## config.mk

```make
export PLATFORM = sky130hd
export DESIGN_NAME = plc_ctrl
export DESIGN_NICKNAME = d
export VERILOG_FILES = /design/src/rtl/core/plc_pkg.sv /design/src/rtl/core/plc_ctrl.sv
export VERILOG_INCLUDE_DIRS = /design/src /design/src/rtl/core
export SDC_FILE = /design/constraint.sdc
export NUM_CORES = 1
export LEC_CHECK = 0
export ABC_AREA = 0
export BUFFER_PORTS_ARGS = -buffer_cell sky130_fd_sc_hd__buf_2
export CAP_MARGIN = 20
export CORE_MARGIN = 1.5
export CORE_UTILIZATION = 53
export DETAILED_ROUTE_END_ITERATION = 10
export HOLD_SLACK_MARGIN = 0.12
export PLACE_DENSITY = 0.92
export SYNTH_ARGS = -nofsm -noshare
export SYNTH_HDL_FRONTEND = slang
export SYNTH_SLANG_ARGS = --single-unit
export TNS_END_PERCENT = 5
```

## constraint.sdc

```tcl
create_clock -name aclk -period 3.2 [get_ports aclk]
set_clock_uncertainty 0.15 [all_clocks]
set_input_delay 0 -clock aclk [delete_from_list [all_inputs] [get_ports aclk]]
set_output_delay 0 -clock aclk [all_outputs]
set_load 0.005 [all_outputs]
```

## src/rtl/core/assert_macros.svh

```systemverilog
// Assertion helpers included by plc_ctrl.sv.
`ifndef ASSERT_MACROS_SVH
`define ASSERT_MACROS_SVH

`ifndef NO_ASSERTIONS
`define PLC_ASSERT_SAME(lbl, clk, rstn, ante, cons) \
    lbl: assert property (@(posedge clk) disable iff (!rstn) (ante) |-> (cons)) \
        else $error("same-cycle check failed");
`define PLC_ASSERT_NEXT(lbl, clk, rstn, ante, cons) \
    lbl: assert property (@(posedge clk) disable iff (!rstn) (ante) |=> (cons)) \
        else $error("next-cycle check failed");
`else
`define PLC_ASSERT_SAME(lbl, clk, rstn, ante, cons)
`define PLC_ASSERT_NEXT(lbl, clk, rstn, ante, cons)
`endif

`endif

```

## src/rtl/core/plc_pkg.sv

```systemverilog
package plc_pkg;

    localparam int SUM_W       = 24;
    localparam int ACC_W       = 63;
    localparam int CELLS_MAX_DEF = 64;
    localparam int CFG_IDX_W   = 1;
    localparam int CFG_DATA_W  = 16;

    localparam logic [ACC_W-1:0] ACC_MAX = {ACC_W{1'b1}};
    localparam logic [15:0] WEIGHT_RESET = 16'd256;

    // Configuration register indexes.
    localparam logic [CFG_IDX_W-1:0] CFG_WEIGHT_AGG = 1'd0;
    localparam logic [CFG_IDX_W-1:0] CFG_WEIGHT_LOC = 1'd1;

    // Operand selection of the shared multiplier.
    localparam int MUL_SEL_W = 3;
    localparam logic [MUL_SEL_W-1:0] MS_VEG = 3'd0;
    localparam logic [MUL_SEL_W-1:0] MS_BLT = 3'd1;
    localparam logic [MUL_SEL_W-1:0] MS_WAT = 3'd2;
    localparam logic [MUL_SEL_W-1:0] MS_LOC = 3'd3;
    localparam logic [MUL_SEL_W-1:0] MS_AGG = 3'd4;
    localparam logic [MUL_SEL_W-1:0] MS_REC = 3'd5;
    localparam logic [MUL_SEL_W-1:0] MS_WGT = 3'd6;

    typedef struct packed {
        logic signed [15:0] fine_temperature;
        logic signed [15:0] vegetation_index;
        logic signed [15:0] built_index;
        logic signed [15:0] water_index;
        logic signed [15:0] coarse_offset;
        logic signed [15:0] reference_temperature;
        logic signed [15:0] coef_vegetation;
        logic signed [15:0] coef_built;
        logic signed [15:0] coef_water;
        logic signed [15:0] model_intercept;
        logic               hex_end;
        logic               batch_end;
    } plc_in_t;

    typedef struct packed {
        logic [ACC_W-1:0] loss_reconstruction;
        logic [ACC_W-1:0] loss_aggregate;
        logic [ACC_W-1:0] loss_local;
        logic [ACC_W-1:0] loss_total;
        logic             overflow_flag;
    } plc_out_t;

    typedef struct packed {
        logic                 load_item;
        logic [MUL_SEL_W-1:0] mul_sel;
        logic                 cell_upd;
        logic                 res_sub;
        logic                 loc_add;
        logic                 agg_add;
        logic                 rec_add;
        logic                 div_start;
        logic                 div_sel;
        logic                 hex_clr;
        logic                 tot_init;
        logic                 w_sel;
        logic [1:0]           chunk;
        logic                 w_clr;
        logic                 w_acc;
        logic                 tot_add;
        logic                 out_ld;
    } plc_cmd_t;

    typedef struct packed {
        logic close;
        logic batch;
        logic div_done;
        logic out_free;
    } plc_status_t;

endpackage

```

## src/rtl/core/plc_ctrl.sv

```systemverilog
`include "assert_macros.svh"

module plc_ctrl (
    input  logic                  aclk,
    input  logic                  aresetn,
    input  logic                  s_valid,
    output logic                  s_ready,
    input  plc_pkg::plc_status_t  status,
    output plc_pkg::plc_cmd_t     cmd
);

    localparam logic [4:0] ST_IDLE   = 5'd0;
    localparam logic [4:0] ST_MUL_V  = 5'd1;
    localparam logic [4:0] ST_MUL_B  = 5'd2;
    localparam logic [4:0] ST_MUL_W  = 5'd3;
    localparam logic [4:0] ST_RES    = 5'd4;
    localparam logic [4:0] ST_SQ_L   = 5'd5;
    localparam logic [4:0] ST_ADD_L  = 5'd6;
    localparam logic [4:0] ST_DIV_D  = 5'd7;
    localparam logic [4:0] ST_WAIT_D = 5'd8;
    localparam logic [4:0] ST_DIV_T  = 5'd9;
    localparam logic [4:0] ST_WAIT_T = 5'd10;
    localparam logic [4:0] ST_SQ_A   = 5'd11;
    localparam logic [4:0] ST_ADD_A  = 5'd12;
    localparam logic [4:0] ST_SQ_R   = 5'd13;
    localparam logic [4:0] ST_ADD_R  = 5'd14;
    localparam logic [4:0] ST_TOT    = 5'd15;
    localparam logic [4:0] ST_W_MUL  = 5'd16;
    localparam logic [4:0] ST_W_ACC  = 5'd17;
    localparam logic [4:0] ST_W_ADD  = 5'd18;
    localparam logic [4:0] ST_OUT    = 5'd19;

    logic [4:0] state_reg;
    logic [4:0] state_next;
    logic [1:0] chunk_reg;
    logic [1:0] chunk_next;
    logic       wsel_reg;
    logic       wsel_next;

    always_comb begin
        state_next = state_reg;
        chunk_next = chunk_reg;
        wsel_next  = wsel_reg;
        cmd        = '0;
        cmd.chunk  = chunk_reg;
        cmd.w_sel  = wsel_reg;
        case (state_reg)
            ST_IDLE: begin
                if (s_valid) begin
                    cmd.load_item = 1'b1;
                    state_next    = ST_MUL_V;
                end
            end
            ST_MUL_V: begin
                cmd.mul_sel  = plc_pkg::MS_VEG;
                cmd.cell_upd = 1'b1;
                state_next   = ST_MUL_B;
            end
            ST_MUL_B: begin
                cmd.mul_sel = plc_pkg::MS_BLT;
                cmd.res_sub = 1'b1;
                state_next  = ST_MUL_W;
            end
            ST_MUL_W: begin
                cmd.mul_sel = plc_pkg::MS_WAT;
                cmd.res_sub = 1'b1;
                state_next  = ST_RES;
            end
            ST_RES: begin
                cmd.res_sub = 1'b1;
                state_next  = ST_SQ_L;
            end
            ST_SQ_L: begin
                cmd.mul_sel = plc_pkg::MS_LOC;
                state_next  = ST_ADD_L;
            end
            ST_ADD_L: begin
                cmd.loc_add = 1'b1;
                state_next  = status.close ? ST_DIV_D : ST_IDLE;
            end
            ST_DIV_D: begin
                cmd.div_start = 1'b1;
                state_next    = ST_WAIT_D;
            end
            ST_WAIT_D: begin
                if (status.div_done) begin
                    state_next = ST_DIV_T;
                end
            end
            ST_DIV_T: begin
                cmd.div_start = 1'b1;
                cmd.div_sel   = 1'b1;
                state_next    = ST_WAIT_T;
            end
            ST_WAIT_T: begin
                cmd.div_sel = 1'b1;
                if (status.div_done) begin
                    state_next = ST_SQ_A;
                end
            end
            ST_SQ_A: begin
                cmd.mul_sel = plc_pkg::MS_AGG;
                state_next  = ST_ADD_A;
            end
            ST_ADD_A: begin
                cmd.agg_add = 1'b1;
                state_next  = ST_SQ_R;
            end
            ST_SQ_R: begin
                cmd.mul_sel = plc_pkg::MS_REC;
                state_next  = ST_ADD_R;
            end
            ST_ADD_R: begin
                cmd.rec_add = 1'b1;
                cmd.hex_clr = 1'b1;
                state_next  = status.batch ? ST_TOT : ST_IDLE;
            end
            ST_TOT: begin
                cmd.tot_init = 1'b1;
                cmd.w_clr    = 1'b1;
                chunk_next   = 2'd3;
                wsel_next    = 1'b0;
                state_next   = ST_W_MUL;
            end
            ST_W_MUL: begin
                cmd.mul_sel = plc_pkg::MS_WGT;
                state_next  = ST_W_ACC;
            end
            ST_W_ACC: begin
                cmd.w_acc = 1'b1;
                if (chunk_reg == 2'd0) begin
                    state_next = ST_W_ADD;
                end else begin
                    chunk_next = chunk_reg - 2'd1;
                    state_next = ST_W_MUL;
                end
            end
            ST_W_ADD: begin
                cmd.tot_add = 1'b1;
                if (!wsel_reg) begin
                    cmd.w_clr  = 1'b1;
                    wsel_next  = 1'b1;
                    chunk_next = 2'd3;
                    state_next = ST_W_MUL;
                end else begin
                    state_next = ST_OUT;
                end
            end
            ST_OUT: begin
                if (status.out_free) begin
                    cmd.out_ld = 1'b1;
                    state_next = ST_IDLE;
                end
            end
            default: begin
                state_next = ST_IDLE;
            end
        endcase
    end

    always_ff @(posedge aclk) begin
        if (!aresetn) begin
            state_reg <= ST_IDLE;
            chunk_reg <= 2'd0;
            wsel_reg  <= 1'b0;
        end else begin
            state_reg <= state_next;
            chunk_reg <= chunk_next;
            wsel_reg  <= wsel_next;
        end
    end

    assign s_ready = (state_reg == ST_IDLE);

    `PLC_ASSERT_NEXT(a_accept_starts, aclk, aresetn, s_valid && s_ready, state_reg == ST_MUL_V)
    `PLC_ASSERT_SAME(a_load_when_free, aclk, aresetn, cmd.out_ld, status.out_free)
    `PLC_ASSERT_NEXT(a_div_not_instant, aclk, aresetn, cmd.div_start, !status.div_done)
    `PLC_ASSERT_SAME(a_last_chunk, aclk, aresetn, state_reg == ST_W_ADD, chunk_reg == 2'd0)

endmodule

```

== After elaboration in Yosys (flattened, before gate mapping) ==
Cells that the tools add are included.
Operators by class
  add/subtract/negate cells: 1
  equality and inequality tests: 25
  mux-type cells: 30
  reductions and logical operators: 9
Operators with widths (count)
  $pmux W5 S20: 1
  $eq A5 B4 Y1 const B: 8
  $eq A5 B3 Y1 const B: 4
  $eq A5 B5 Y1 const B: 4
  $mux W5: 4
  $pmux W3 S6: 1
  $mux W1: 15
  $ne A2 B2 Y1 const B: 6
  $eq A5 B2 Y1 const B: 2
  $mux W2: 4
  $pmux W2 S3: 1
  $eq A5 B1 Y1 const B: 1
  $logic_not A5 Y1: 1
  $mux W4: 1
  $pmux W1 S2: 2
  $reduce_and A4 Y1: 1
  $reduce_or A2 Y1: 2
  $mux W3: 1
  $reduce_and A3 Y1: 1
  $reduce_bool A3 Y1: 1
  $reduce_or A3 Y1: 1
  $logic_not A2 Y1: 1
  $reduce_bool A2 Y1: 1
  $sub A2 B1 Y2 const B: 1
Word-level totals
  flip-flop bits (word level): 8
  input bits: 7
  output and inout bits: 21
  word-level logic and storage cells: 68

== Longest topological paths before layout ==
  depth in word-level cells: 3
  gate-level depth with buffers: 6
  depth with buffers taken out: 6

== Worst setup path after synthesis ==
No wires, ideal clock.
  path type: reg-to-reg
  start point: register state_reg[0]
  end point: register state_reg[1]
  setup time: 120 ps
  arrival: 1435 ps
  required time: 2930 ps
  slack: 1495 ps
  stages on the path, launching flop included: 6
  buffers on the path: 1
  clock period less this slack: 1705 ps
  path through: dfxtp_1 -> buf_2 -> or4_1 -> a311o_1 -> o21ai_1 -> a21oi_1
Between the ends
  cells in the longest elaborated chain, start to end: 3
  elaborated cells between the ends (all ways): 26
  classes of those cells: eq/ne (23); mux (1); reduce/logical (2)
RTL lines
  from (decl): RTL line plc_ctrl.sv:33  | logic [4:0] state_reg;
  from (signal assigned): RTL line plc_ctrl.sv:167  | state_reg <= state_next;
  $eq A5 B4 Y1 (tied with other cells): RTL line plc_ctrl.sv:47  | case (state_reg)
  $ne A2 B2 Y1 (no source line)
  $reduce_and A4 Y1 (no source line)
Parallel ways exist; a longest one is shown, timed or not.
A chain may end at the register's enable or synchronous reset.

== Worst setup path after layout ==
  start point: register state_reg[4]
  end point: register state_reg[1]
Same word-level chain as after synthesis.

==> impl_metrics.tcl <==
set metrics [dict create \
    status "complete, no violations" \
    async_flop_share_pct 0 \
    internal_power_uw 227 \
    netlist_top_cells_area "dfxtp_1, nor3_1, a21oi_1" \
    cap_violations 0 \
    clkTransAtPathRegs_ns 0.05 \
    yosys_warnings 0 \
    synth.largest_area_cell "dfxtp_1" \
    syn_nets 122 \
    rsz0062_at_grt "false" \
    power_density_mw_per_mm2 380 \
    dp_hpwl_um 1310 \
    total_power_uw 377 \
    p_comb_share_pct 41.0 \
    ant_nets 0 \
    highest_layer "met4" \
    cp.required_ns 3.23 \
    max-clock-path-buffers 2 \
    ir_worst_vdd_uv 278 \
    syn_inst 114 \
    cts_buffers 3 \
    wl_met3_um 149 \
    final_util_pct 66.6 \
    relSlewSlack_pct 40.3 \
    finalHoldViolCount 0 \
    synth_top_area_share_pct 19.3 \
    io_pins 28 \
    multiInputGateArea_um2 556 \
    grt_antenna_before_repair 0 \
    cp_max_fo 30 \
    power.leakage_nw 0.420 \
    grt_overflow 0 \
    drive_gt1_share_pct 26.5 \
    fin_ws_ns 0.666 \
    num_rows 14 \
    wl_met1_um 822 \
    n_antenna_cell 0 \
    netlist_area_um2 830 \
    route.detailed.drc 0 \
    root_buffer "clkbuf_4" \
    synth_enable_flop_cells 0 \
    vias 909 \
    ys_types 42 \
    post-route-period-util_pct 79.2 \
    critPathArrivalTime_ns 2.56 \
    gp_congestion 0.847 \
    slowest_delay_ns 0.61 \
    setup_viol 0 \
    htree_levels 1 \
    ys.flop_type "dfxtp_1" \
    die_area_mm2 0.00181 \
    r2r_slack_ns 0.67 \
    crit_path_top_delay_cell "or4_1" \
    die_h_um 42.6 \
    wirelength_um 1930 \
    seq_power_share_pct 39.6 \
    hold_class "in2reg" \
    dr_wl_met2_um 892 \
    cts-resized-gates 0 \
    wl_per_cell_um 12.7 \
    ff_latch_area_um2 160 \
    fmax_ghz 0.395 \
    drt_iter0_markers 39 \
    io_buffers 27 \
    path_class "reg2reg" \
    ys_ff_latch 8 \
    place_ws_ns 0.999 \
    clock_latency_ns 0.25 \
    syn_area_per_cell_um2 7.28 \
    switching_power_uw 150 \
    grt_max_degree 31 \
    final_nets 146 \
    clkPwrFrac_pct 19.4 \
    vias_per_cell 5.98 \
    worstMarginPinSlew_ns 0.895 \
    p_sw_share_pct 39.8 \
    ys_seq_area_share_pct 19.3 \
    area_growth_pct 19.5 \
    initial_utilization_pct 55.7 \
    post_cts_buffers 0 \
    largest_reg_flops 5 \
    drtPass1Iterations 4 \
    die_w_um 42.6 \
    cts_sinks 8 \
    nFillCells 133 \
    fin_tns_setup_ns 0 \
    maxSlewViolCount 0 \
    worstPathCellList "or4_1 -> a311o_1 -> dlygate4sd3_1 -> a21oi_1" \
    core_area_mm2 0.00149 \
    grt_use_total_pct 22.8 \
    finalCriticalPeriod_ns 2.53 \
    critPathLaunchType "flop" \
    cp-end-kind "flop" \
    cts_tree "yes" \
    grt_pass1_wl_um 3170 \
    grt_pass1_vias 724 \
]
[power groups by stage]
stage	logic (mW)	clock network [mW]	registers (mW)
2_1_floorplan	0.138	0	0.113
3_3_place_gp	0.139	0	0.150
3_5_place_dp	0.143	0	0.150
4_1_cts	0.152	0.0771	0.148
5_1_grt	0.172	0.0836	0.152
6_report	0.155	0.0731	0.149
[through the flow]
stage / cell area [um2] / std cells / hold WS [ns]
after global placement: 908 / 143 / 0.127
after floorplan: 830 / 114 / -0.0481
after global routing: 991 / 152 / 0.158
after CTS: 991 / 152 / 0.121
after detailed placement: 908 / 143 / 0.132
final: 991 / 152 / 0.125
[timing repair]
item                                   in CTS  in global routing
endpoints found under the hold margin       8                  0
hold buffers                                6                  0
setup endpoints to repair                   0                  0
[synthesized netlist by cell type, drive strengths merged, types with 2 or more instances]
cell type / instances
buf: 13
nor3: 10
a21oi: 9
dfxtp: 8
inv: 8
nor2: 8
nand2: 7
o21ai: 5
and2: 3
nand3: 3
nor2b: 3
o21a: 3
a311oi: 2
a31oi: 2
clkbuf: 2
mux2i: 2
nand2b: 2
nor3b: 2
or3: 2
or4: 2
[cells by family after synthesis]
group / after synthesis / synth area share (%)
AOI/OAI and AO/OA: 28 / 24.7
muxes: 2 / 2.41
adders and majority gates: 1 / 1.51
xor gates and xnor gates: 1 / 1.06
and+or+nand+nor: 51 / 37.3
buffers and inverters: 23 / 13.7
DFF: 8 / 19.3
[cell usage in the layout, fill, tap and decap left out, types with 2 or more instances in the layout]
cell | synthesis | final
a21oi_1 | 9 | 9
a311oi_1 | 2 | 2
a31oi_1 | 2 | 2
and2_1 | 3 | 3
buf_2 | 7 | 27
clkbuf_4 | 0 | 3
dfxtp_1 | 8 | 8
dlygate4sd3_1 | 0 | 6
inv_1 | 8 | 8
mux2i_1 | 2 | 2
nand2_1 | 7 | 7
nand2b_1 | 2 | 2
nand3_1 | 3 | 3
nor2_1 | 8 | 8
nor2b_1 | 3 | 3
nor3_1 | 10 | 10
nor3b_1 | 2 | 2
o21a_1 | 3 | 3
o21ai_0 | 4 | 4
or3_1 | 2 | 2
or4_1 | 2 | 2
[worst paths after layout]
path	startpoint	endpoint	cells after the start
hold reg to reg	chunk_reg[0]	chunk_reg[0]	1
setup reg to reg	state_reg[4]	state_reg[1]	4
hold / removal	status[3]	state_reg[2]	5
setup / recovery	state_reg[4]	state_reg[1]	4
[routing by layer]
metal | track usage [%] | vias to the layer above
li1 | - | 455
met1 | 31.7 | 399
met2 | 32.3 | 48
met3 | 2.59 | 7
met4 | 16.3 | 0
met5 | 0 | -
[worst max-delay path: cells and delay by family, from the launching register on]
family          cells  cell delay [ns]
simple gates        1             0.61
flops               1             0.59
buf+inv             1             0.58
compound gates      2             0.53
[layout make-up]
cell class                      instances  share of cell area [%]
Clock buffer                            3                    2.27
Inverter                                8                    3.03
Multi-Input combinational cell         83                    56.1
Sequential cell                         8                    16.2
Tap cell                               16                    2.02
Timing Repair Buffer                   34                    20.5
No activity file was read; power rests on OpenSTA's default activity.
